[config.mk]
export PLATFORM = sky130hd
export DESIGN_NAME = button_edge_joystick_scaler
export DESIGN_NICKNAME = d
export VERILOG_FILES = /design/src/rtl/core/bejs_pkg.sv /design/src/rtl/core/button_edge_joystick_scaler.sv /design/src/rtl/core/bejs_div.sv
export SDC_FILE = /design/constraint.sdc
export NUM_CORES = 1
export LEC_CHECK = 0
export BUFFER_PORTS_ARGS = -buffer_cell sky130_fd_sc_hd__clkbuf_2
export CAP_MARGIN = 20
export CORE_MARGIN = 2
export CORE_UTILIZATION = 45
export CTS_CLUSTER_DIAMETER = 100
export DETAILED_ROUTE_END_ITERATION = 10
export PLACE_DENSITY_LB_ADDON = 0.08
export SETUP_SLACK_MARGIN = 0.4
export SYNTH_ARGS = -nofsm -noshare
export SYNTH_HDL_FRONTEND = slang
export SYNTH_SLANG_ARGS = --single-unit
[constraint.sdc]
create_clock -name clk -period 7.05 [get_ports clk]
set_input_delay 1.41 -clock clk [delete_from_list [all_inputs] [get_ports clk]]
set_output_delay 1.41 -clock clk [all_outputs]
set_load 0.05 [all_outputs]
[src/rtl/core/bejs_pkg.sv]
// ----------------------------------------------------------------------------
// bejs_pkg: shared types and constants for the button edge / joystick scaler
// Beat layouts, register indexes, event codes, state codes and the widths of
// the shared serial divider.
// ----------------------------------------------------------------------------
package bejs_pkg;

    // Converter sample width and full-scale value
    localparam int RAW_W      = 10;
    localparam int SAMPLE_MAX = 1023;
    localparam logic [RAW_W-1:0] SAMPLE_MAX_RAW = RAW_W'(SAMPLE_MAX);

    localparam int BTN_W   = 6;
    localparam int POS_W   = 8;
    localparam int THR_W   = 8;
    localparam int DIV_W   = 8;
    localparam int CFG_W   = 10;
    localparam int CFG_IDX_W = 2;

    // Divider: numerator is a sample times 128 (or 127), quotient stays below 256
    localparam int NUM_W  = RAW_W + 7;
    localparam int QUOT_W = POS_W;
    localparam int CNT_W  = $clog2(QUOT_W);

    // Reset values of registers and state
    localparam logic [RAW_W-1:0] CENTRE_RESET    = RAW_W'(512);
    localparam logic [THR_W-1:0] THRESHOLD_RESET = THR_W'(4);
    localparam logic [DIV_W-1:0] DIVIDER_RESET   = DIV_W'(4);
    localparam logic [POS_W-1:0] POS_MID         = POS_W'(128);
    localparam logic [POS_W-1:0] POS_FULL        = POS_W'(255);

    // Configuration register indexes
    typedef enum logic [CFG_IDX_W-1:0] {
        CFG_CENTRE_X,
        CFG_CENTRE_Y,
        CFG_MOVE_THRESHOLD,
        CFG_POLL_DIVIDER
    } cfg_index_t;

    // Event codes
    typedef enum logic [1:0] {
        EV_PRESS,
        EV_RELEASE,
        EV_MOVE
    } ev_kind_t;

    // Sequencer states
    typedef enum logic [2:0] {
        ST_IDLE,
        ST_MAP,
        ST_WAIT,
        ST_CMP,
        ST_EMIT
    } state_t;

    typedef struct packed {
        logic [BTN_W-1:0] button_pins;
        logic [RAW_W-1:0] raw_x;
        logic [RAW_W-1:0] raw_y;
    } in_beat_t;

    typedef struct packed {
        logic [1:0]       event_kind;
        logic [POS_W-1:0] value_a;
        logic [POS_W-1:0] value_b;
        logic             last_of_run;
    } out_beat_t;

    // Divider request and response
    typedef struct packed {
        logic             start;
        logic [NUM_W-1:0] num;
        logic [RAW_W-1:0] den;
    } div_req_t;

    typedef struct packed {
        logic              done;
        logic [QUOT_W-1:0] quot;
    } div_rsp_t;

endpackage

[src/rtl/core/button_edge_joystick_scaler.sv]
// ----------------------------------------------------------------------------
// button_edge_joystick_scaler: button edge events and scaled joystick moves
//
// Each input beat is one poll tick: six active-low button pins and raw X/Y
// samples. The tick yields up to three output beats in the order press,
// release, move; last_of_run marks the final beat of the tick. A tick with
// no event yields no beat.
//
// Channels: in_valid/in_ready and out_valid/out_ready; a beat moves when
// valid and ready are both high. Configuration is a plain write port
// (cfg_we, cfg_index, cfg_data) to be used while the block is idle.
//
// Flow: in_ready is high only while idle. An evaluating tick runs both axes
// through one shared serial divider, one axis after the other; an axis whose
// sample is at or above a full-scale centre saturates without dividing.
// A stalled receiver holds the output register; the sequencer waits on it.
// Reset loads the register defaults and clears the button and tick state;
// the reported position returns to mid-scale.
// ----------------------------------------------------------------------------
module button_edge_joystick_scaler
    import bejs_pkg::*;
(
    input  logic                 clk,
    input  logic                 rst_n,
    input  logic                 in_valid,
    output logic                 in_ready,
    input  in_beat_t             in_data,
    output logic                 out_valid,
    input  logic                 out_ready,
    output out_beat_t            out_data,
    input  logic                 cfg_we,
    input  logic [CFG_IDX_W-1:0] cfg_index,
    input  logic [CFG_W-1:0]     cfg_data
);

    // Configuration registers
    logic [RAW_W-1:0] centre_x_reg;
    logic [RAW_W-1:0] centre_y_reg;
    logic [THR_W-1:0] threshold_reg;
    logic [DIV_W-1:0] divider_reg;

    // Sequencer and tick state
    state_t           state_reg,     state_next;
    logic             axis_reg,      axis_next;
    logic             below_reg,     below_next;
    logic [BTN_W-1:0] prev_btn_reg,  prev_btn_next;
    logic [BTN_W-1:0] btn_reg,       btn_next;
    logic [DIV_W-1:0] tick_reg,      tick_next;
    logic [POS_W-1:0] rep_x_reg,     rep_x_next;
    logic [POS_W-1:0] rep_y_reg,     rep_y_next;
    logic             pend_press_reg, pend_press_next;
    logic             pend_rel_reg,   pend_rel_next;
    logic             pend_move_reg,  pend_move_next;
    logic             out_valid_reg,  out_valid_next;

    // Payload
    logic [RAW_W-1:0] raw_x_reg,     raw_x_next;
    logic [RAW_W-1:0] raw_y_reg,     raw_y_next;
    logic [POS_W-1:0] scaled_x_reg,  scaled_x_next;
    logic [POS_W-1:0] scaled_y_reg,  scaled_y_next;
    out_beat_t        out_data_reg,  out_data_next;

    div_req_t         div_req;
    div_rsp_t         div_rsp;
    logic             div_start;
    logic [NUM_W-1:0] div_num;
    logic [RAW_W-1:0] div_den;

    // Combinational helpers
    logic [BTN_W-1:0] cur_btn;
    logic [DIV_W-1:0] tick_inc;
    logic             eval_tick;
    logic [RAW_W-1:0] raw_sel;
    logic [RAW_W-1:0] cen_sel;
    logic             below_axis;
    logic             sat_axis;
    logic [RAW_W-1:0] offset;
    logic [POS_W-1:0] mapped;
    logic [POS_W-1:0] scaled_new;
    logic [POS_W-1:0] diff_x;
    logic [POS_W-1:0] diff_y;
    logic             move_hit;
    logic             out_free;

    // Shared divider
    bejs_div u_div (
        .clk   (clk),
        .rst_n (rst_n),
        .req   (div_req),
        .rsp   (div_rsp)
    );

    assign div_req = '{start: div_start, num: div_num, den: div_den};

    // Register writes
    always_ff @(posedge clk or negedge rst_n)
    begin
        if (!rst_n)
        begin
            centre_x_reg  <= CENTRE_RESET;
            centre_y_reg  <= CENTRE_RESET;
            threshold_reg <= THRESHOLD_RESET;
            divider_reg   <= DIVIDER_RESET;
        end
        else if (cfg_we)
        begin
            case (cfg_index)
                CFG_CENTRE_X:       centre_x_reg  <= cfg_data[RAW_W-1:0];
                CFG_CENTRE_Y:       centre_y_reg  <= cfg_data[RAW_W-1:0];
                CFG_MOVE_THRESHOLD: threshold_reg <= cfg_data[THR_W-1:0];
                CFG_POLL_DIVIDER:   divider_reg   <= cfg_data[DIV_W-1:0];
                default:            ;
            endcase
        end
    end

    // Axis set-up: pick the mapping branch and build the divider operands
    always_comb
    begin
        raw_sel    = axis_reg ? raw_y_reg : raw_x_reg;
        cen_sel    = axis_reg ? centre_y_reg : centre_x_reg;
        below_axis = (raw_sel < cen_sel);
        sat_axis   = (cen_sel >= SAMPLE_MAX_RAW);
        offset     = raw_sel - cen_sel;

        div_num = below_axis ? {raw_sel, 7'b0}
                             : ({offset, 7'b0} - {7'b0, offset});
        div_den = below_axis ? cen_sel : (SAMPLE_MAX_RAW - cen_sel);

        // Upper half sits above mid-scale; quotient never exceeds 127 there
        mapped     = below_reg ? div_rsp.quot : (POS_MID + div_rsp.quot);
        scaled_new = POS_FULL - mapped;
    end

    // Move check against the reported position
    always_comb
    begin
        diff_x   = (scaled_x_reg > rep_x_reg) ? (scaled_x_reg - rep_x_reg)
                                              : (rep_x_reg - scaled_x_reg);
        diff_y   = (scaled_y_reg > rep_y_reg) ? (scaled_y_reg - rep_y_reg)
                                              : (rep_y_reg - scaled_y_reg);
        move_hit = (diff_x > threshold_reg) || (diff_y > threshold_reg);
    end

    // Sequencer: next state and outputs
    always_comb
    begin
        cur_btn   = ~in_data.button_pins;
        tick_inc  = tick_reg + 1'b1;
        eval_tick = (tick_inc >= divider_reg);
        out_free  = !out_valid_reg || out_ready;

        state_next      = state_reg;
        axis_next       = axis_reg;
        below_next      = below_reg;
        prev_btn_next   = prev_btn_reg;
        btn_next        = btn_reg;
        tick_next       = tick_reg;
        rep_x_next      = rep_x_reg;
        rep_y_next      = rep_y_reg;
        pend_press_next = pend_press_reg;
        pend_rel_next   = pend_rel_reg;
        pend_move_next  = pend_move_reg;
        raw_x_next      = raw_x_reg;
        raw_y_next      = raw_y_reg;
        scaled_x_next   = scaled_x_reg;
        scaled_y_next   = scaled_y_reg;
        out_data_next   = out_data_reg;
        out_valid_next  = out_valid_reg && !out_ready;
        in_ready        = 1'b0;
        div_start       = 1'b0;

        case (state_reg)
            ST_IDLE:
            begin
                in_ready = 1'b1;
                if (in_valid)
                begin
                    // Take the tick: button edges now, joystick if due
                    pend_press_next = |(cur_btn & ~prev_btn_reg);
                    pend_rel_next   = |(~cur_btn & prev_btn_reg);
                    pend_move_next  = 1'b0;
                    prev_btn_next   = cur_btn;
                    btn_next        = cur_btn;
                    raw_x_next      = in_data.raw_x;
                    raw_y_next      = in_data.raw_y;
                    axis_next       = 1'b0;
                    tick_next       = eval_tick ? '0 : tick_inc;
                    state_next      = eval_tick ? ST_MAP : ST_EMIT;
                end
            end

            ST_MAP:
            begin
                if (!below_axis && sat_axis)
                begin
                    // Centre at full scale: saturate without dividing
                    if (axis_reg)
                    begin
                        scaled_y_next = '0;
                        state_next    = ST_CMP;
                    end
                    else
                    begin
                        scaled_x_next = '0;
                        axis_next     = 1'b1;
                    end
                end
                else
                begin
                    div_start  = 1'b1;
                    below_next = below_axis;
                    state_next = ST_WAIT;
                end
            end

            ST_WAIT:
            begin
                if (div_rsp.done)
                begin
                    if (axis_reg)
                    begin
                        scaled_y_next = scaled_new;
                        state_next    = ST_CMP;
                    end
                    else
                    begin
                        scaled_x_next = scaled_new;
                        axis_next     = 1'b1;
                        state_next    = ST_MAP;
                    end
                end
            end

            ST_CMP:
            begin
                pend_move_next = move_hit;
                if (move_hit)
                begin
                    rep_x_next = scaled_x_reg;
                    rep_y_next = scaled_y_reg;
                end
                state_next = ST_EMIT;
            end

            ST_EMIT:
            begin
                if (!pend_press_reg && !pend_rel_reg && !pend_move_reg)
                begin
                    state_next = ST_IDLE;
                end
                else if (out_free)
                begin
                    // Send the next pending event in the order press, release, move
                    out_valid_next = 1'b1;
                    if (pend_press_reg)
                    begin
                        out_data_next.event_kind  = EV_PRESS;
                        out_data_next.value_a     = POS_W'(btn_reg);
                        out_data_next.value_b     = '0;
                        out_data_next.last_of_run = !pend_rel_reg && !pend_move_reg;
                        pend_press_next           = 1'b0;
                    end
                    else if (pend_rel_reg)
                    begin
                        out_data_next.event_kind  = EV_RELEASE;
                        out_data_next.value_a     = POS_W'(btn_reg);
                        out_data_next.value_b     = '0;
                        out_data_next.last_of_run = !pend_move_reg;
                        pend_rel_next             = 1'b0;
                    end
                    else
                    begin
                        out_data_next.event_kind  = EV_MOVE;
                        out_data_next.value_a     = rep_x_reg;
                        out_data_next.value_b     = rep_y_reg;
                        out_data_next.last_of_run = 1'b1;
                        pend_move_next            = 1'b0;
                    end
                end
            end

            default:
            begin
                state_next = ST_IDLE;
            end
        endcase
    end

    // Control state
    always_ff @(posedge clk or negedge rst_n)
    begin
        if (!rst_n)
        begin
            state_reg      <= ST_IDLE;
            axis_reg       <= 1'b0;
            below_reg      <= 1'b0;
            prev_btn_reg   <= '0;
            tick_reg       <= '0;
            rep_x_reg      <= POS_MID;
            rep_y_reg      <= POS_MID;
            pend_press_reg <= 1'b0;
            pend_rel_reg   <= 1'b0;
            pend_move_reg  <= 1'b0;
            out_valid_reg  <= 1'b0;
        end
        else
        begin
            state_reg      <= state_next;
            axis_reg       <= axis_next;
            below_reg      <= below_next;
            prev_btn_reg   <= prev_btn_next;
            tick_reg       <= tick_next;
            rep_x_reg      <= rep_x_next;
            rep_y_reg      <= rep_y_next;
            pend_press_reg <= pend_press_next;
            pend_rel_reg   <= pend_rel_next;
            pend_move_reg  <= pend_move_next;
            out_valid_reg  <= out_valid_next;
        end
    end

    // Payload
    always_ff @(posedge clk)
    begin
        btn_reg      <= btn_next;
        raw_x_reg    <= raw_x_next;
        raw_y_reg    <= raw_y_next;
        scaled_x_reg <= scaled_x_next;
        scaled_y_reg <= scaled_y_next;
        out_data_reg <= out_data_next;
    end

    assign out_valid = out_valid_reg;
    assign out_data  = out_data_reg;

    // Divider results only arrive while the sequencer waits for them
    assert property (@(posedge clk) disable iff (!rst_n)
        div_rsp.done |-> (state_reg == ST_WAIT))
        else $error("divider result outside wait state");

    // Button events carry only the six-bit set and no Y value
    assert property (@(posedge clk) disable iff (!rst_n)
        (out_valid && (out_data.event_kind != EV_MOVE)) |->
            ((out_data.value_b == '0) && (out_data.value_a[POS_W-1:BTN_W] == '0)))
        else $error("button beat with stray payload bits");

    // A taken tick blocks the input until its work is done
    assert property (@(posedge clk) disable iff (!rst_n)
        (in_valid && in_ready) |=> !in_ready)
        else $error("input taken twice in a row");

    // Hold a stalled output beat unchanged until it is taken
    assert property (@(posedge clk) disable iff (!rst_n)
        (out_valid && !out_ready) |=> (out_valid && $stable(out_data)))
        else $error("output beat changed while stalled");

endmodule

[src/rtl/core/bejs_div.sv]
// ----------------------------------------------------------------------------
// bejs_div: serial restoring divider
// Produces one quotient bit per cycle. The caller guarantees the quotient
// fits QUOT_W bits, so the upper numerator bits preload the remainder and
// only QUOT_W steps run. done pulses in the cycle after the last step.
// ----------------------------------------------------------------------------
module bejs_div
    import bejs_pkg::*;
(
    input  logic     clk,
    input  logic     rst_n,
    input  div_req_t req,
    output div_rsp_t rsp
);

    logic              busy_reg,  busy_next;
    logic              done_reg,  done_next;
    logic [CNT_W-1:0]  cnt_reg,   cnt_next;
    logic [RAW_W-1:0]  rem_reg,   rem_next;
    logic [QUOT_W-1:0] quo_reg,   quo_next;
    logic [RAW_W-1:0]  den_reg,   den_next;

    logic [RAW_W:0]    trial;
    logic [RAW_W:0]    diff;
    logic              fits;

    // One restoring step: shift in the next numerator bit, try the subtract
    always_comb
    begin
        trial = {rem_reg, quo_reg[QUOT_W-1]};
        diff  = trial - {1'b0, den_reg};
        fits  = (trial >= {1'b0, den_reg});

        busy_next = busy_reg;
        done_next = 1'b0;
        cnt_next  = cnt_reg;
        rem_next  = rem_reg;
        quo_next  = quo_reg;
        den_next  = den_reg;

        if (req.start)
        begin
            busy_next = 1'b1;
            cnt_next  = '0;
            rem_next  = RAW_W'(req.num[NUM_W-1:QUOT_W]);
            quo_next  = req.num[QUOT_W-1:0];
            den_next  = req.den;
        end
        else if (busy_reg)
        begin
            rem_next = fits ? diff[RAW_W-1:0] : trial[RAW_W-1:0];
            quo_next = {quo_reg[QUOT_W-2:0], fits};
            cnt_next = cnt_reg + 1'b1;
            if (cnt_reg == CNT_W'(QUOT_W - 1))
            begin
                busy_next = 1'b0;
                done_next = 1'b1;
            end
        end
    end

    // Control state
    always_ff @(posedge clk or negedge rst_n)
    begin
        if (!rst_n)
        begin
            busy_reg <= 1'b0;
            done_reg <= 1'b0;
            cnt_reg  <= '0;
        end
        else
        begin
            busy_reg <= busy_next;
            done_reg <= done_next;
            cnt_reg  <= cnt_next;
        end
    end

    // Datapath
    always_ff @(posedge clk)
    begin
        rem_reg <= rem_next;
        quo_reg <= quo_next;
        den_reg <= den_next;
    end

    assign rsp.done = done_reg;
    assign rsp.quot = quo_reg;

endmodule

==> results.txt <==
Status: completed
Cell internal pwr: 3.00 mW
Setup TNS: 0 ns
Drt pass-1 iters: 9
Post-Syn Area: 10200 sq um
Crit-path cells: mux2_2 > ha_1 > o211ai_1 > o211a_1 > nor2_1 > o31a_1 > buf_4 > a21o_2 > inv_1 > a21oi_1 > nor2b_1
Max stage delay on crit path: 1.01 ns
Final ANT Viol Nets: 0
DP Area: 10700 sq um
Register-to-Register Setup Slack: 1.74 ns
CTS sink cnt: 169
CP max FO: 29
DIE HEIGHT: 154 um
Worst slew pin tran: 1.02 ns
Area taken by multi-input logic gates: 5040 sq um
Worst skew pair latency: 0.43 ns
Worst-path clk slew: 0.07 ns
Layout overhead on the synthesized area: 11.4%
Final Util: 51.5%
Average cell area after synthesis: 11.0 sq um
Hold-fix buffer count after cts: 0
Most common cell in the synthesized netlist: edfxtp_1
Max VDD drop: 0.000283 V
Post-synth cell types: 77
CP max-delay cell: dfrtp_1
Hold Crit Depth: 2
WL per Instance: 17.7 um
Die span in x: 154 um
Cell count after synthesis: 920
FMAX: 0.188 GHz
R2R Path Start: axis_reg
Die area: 23800 sq um
Fin crit share: 75.4%
Layout cell share with drive strength beyond 1: 18.9%
Pwr/cell area: 483 nW/um^2
Critical path launch point type: flop
Largest register FFs: 19
R2r worst-path depth: 11
I/O pin cnt: 64
Final Max Slew Viols: 0
Final WS setup: 1.74 ns
DRC Markers: 0
Setup Buffers After CTS: 0
Seq pwr share: 28.9%
Sequential area share after synthesis: 46.0%
Root Buffer: clkbuf_16
Input/output buffers: 63
First-pass GRT wire length: 37000 um
DP Cell Count: 1241
CTS Buffer Depth: 2
Top FF cell, synth: edfxtp_1
Worst path required time: 7.10 ns
Synth area leaders: edfxtp_1 (26%), dfrtp_1 (18%), ha_1 (9.9%), mux2_2 (7.1%), mux2i_1 (3.7%)
Largest net degree at the start of global routing: 71
Initial antenna violation count: 0
Flops & latches, synth: 169
GRT Total Usage: 19.8%
Post-route cell area: 11300 sq um
Worst Hold Class: reg -> reg
NetSw: 2.47 mW
DR vias: 6949
Place WS: 1.73 ns
Register area: 4670 sq um
Power share of the combinational group: 54.8%
Leak: 4.97 nW
Grt ovf: 0
Final min period: 5.31 ns
Kind of critical path: reg -> reg
Clk pwr share: 16.4%
Min-Delay Endpoint: u_div.rem_reg[9]
Post-synth top cells: edfxtp_1 (88), inv_1 (81), ha_1 (80), dfrtp_1 (74), mux2_2 (64)
Final setup violation count: 0
Hold Startpoint: u_div.rem_reg[9]
Row cnt: 54
Max-Cap Viols: 0
Nets: 1110
GPL Wtd Cong: 0.877
DP HPWL: 17100 um
Initial DRC count: 394
Post-Syn Nets: 1049
Post-Route WL: 22600 um
Rel. slew slack: 31.6%
Unrepaired setup endpoints after global routing: false
CP arrival: 5.37 ns
Vias in the first global route: 6822
Worst Setup End Kind: flop
Worst Skew: 0.0143 ns
Number of synthesized flops with an enable pin: 88
CTS buffer count: 17
Most area-hungry cell type in the Yosys netlist: edfxtp_1
Sw Share: 45.2%
Fin cells: 1274
Syn. warnings: 0
CTS tree: built
Post_cts resized: 0
Post-synth ARST share: 47.3%
Vias per cell: 5.45
Final hold violations: 0
Core Footprint: 22000 sq um
Synth top area share: 26.0%
Htree depth: 4
Ant. Diodes: 0
R2R Path End: scaled_x_reg[7]
Initial Util: 46.3%
Layout filler cell count: 1942
## metrics by stage
stage | power, mW | hold slack, ns
after floorplan | 4.02 | 0.431
after global placement | 4.54 | 0.456
after detailed placement | 4.54 | 0.468
after CTS | 5.46 | 0.477
after global routing | 5.87 | 0.507
final | 5.47 | 0.470
## per-layer routing
| metal | global-route usage (%) | part of all wire [%] | vias to the layer above |
|---|---|---|---|
| met5 | 0 | 0 | - |
| li1 | - | - | 3468 |
| met1 | 29.2 | 50 | 3315 |
| met3 | 3.84 | 4.0 | 19 |
| met2 | 30.6 | 45 | 147 |
| met4 | 4.23 | 0.98 | 0 |
## logic make-up (layout without fill, tap and decap cells)
kind of cell / Yosys count / after routing / synth area share (%)
xor+xnor: 54 / 54 / 4.73
fa+ha+maj: 86 / 86 / 11.0
buf+inv: 111 / 185 / 4.47
simple gates: 202 / 202 / 9.56
mux: 103 / 103 / 11.0
flops: 169 / 169 / 46.0
compound gates: 195 / 195 / 13.2
## cells in the final DEF, fill, tap and decap left out, types with 7 or more instances in the layout
| cell type | instances |
|---|---|
| a211oi_1 | 7 |
| nor2_1 | 49 |
| o21a_1 | 10 |
| o21ai_0 | 41 |
| a31oi_1 | 8 |
| nand2_1 | 54 |
| nor2b_1 | 13 |
| and3_1 | 8 |
| buf_4 | 8 |
| mux2_2 | 64 |
| a21oi_1 | 39 |
| clkbuf_2 | 62 |
| xnor2_1 | 37 |
| dfrtp_1 | 74 |
| ha_1 | 80 |
| a21o_1 | 20 |
| nand3_1 | 22 |
| o31ai_1 | 8 |
| edfxtp_1 | 88 |
| clkbuf_16 | 17 |
| xor2_1 | 16 |
| inv_1 | 81 |
| mux2i_1 | 38 |
| nor3_1 | 22 |
| nand4_1 | 9 |
## worst max-delay path by stage
stage / from / endpoint / depth (start not counted)
6_report: axis_reg / scaled_x_reg[7] / 11
5_1_grt: axis_reg / scaled_x_reg[7] / 11
4_1_cts: axis_reg / scaled_x_reg[5] / 11
3_5_place_dp: axis_reg / scaled_x_reg[5] / 11
3_3_place_gp: axis_reg / scaled_x_reg[5] / 11
2_1_floorplan: axis_reg / u_div.rem_reg[5] / 17
## power by group through the flow
| stage | Clock, mW | Sequential [mW] | Combinational [mW] |
|---|---|---|---|
| global placement | 0 | 1.60 | 2.95 |
| floorplan | 0 | 1.71 | 2.31 |
| finish | 0.894 | 1.58 | 2.99 |
| detailed placement | 0 | 1.60 | 2.94 |
| CTS | 0.918 | 1.58 | 2.96 |
| global route | 0.959 | 1.61 | 3.30 |
## critical path: cells and delay by family (launching register included)
kind / cells / cell delay, ns
AND/OR/NAND/NOR: 2 / 0.75
buffers and inverters: 2 / 0.83
adder cells (fa/ha/maj): 1 / 0.46
multiplexers: 1 / 0.45
flip-flops: 1 / 1.01
AO/OA/AOI/OAI: 5 / 1.41
## area by class of cell
type	instances	area share, %
flip-flops and latches	169	41.3
clock inverters	14	1.21
inverters	82	2.72
well taps	280	3.10
clock buffers	18	3.79
multi-input cells	640	44.5
repair buffers	71	3.41
Power figures use the tool's default switching activity.
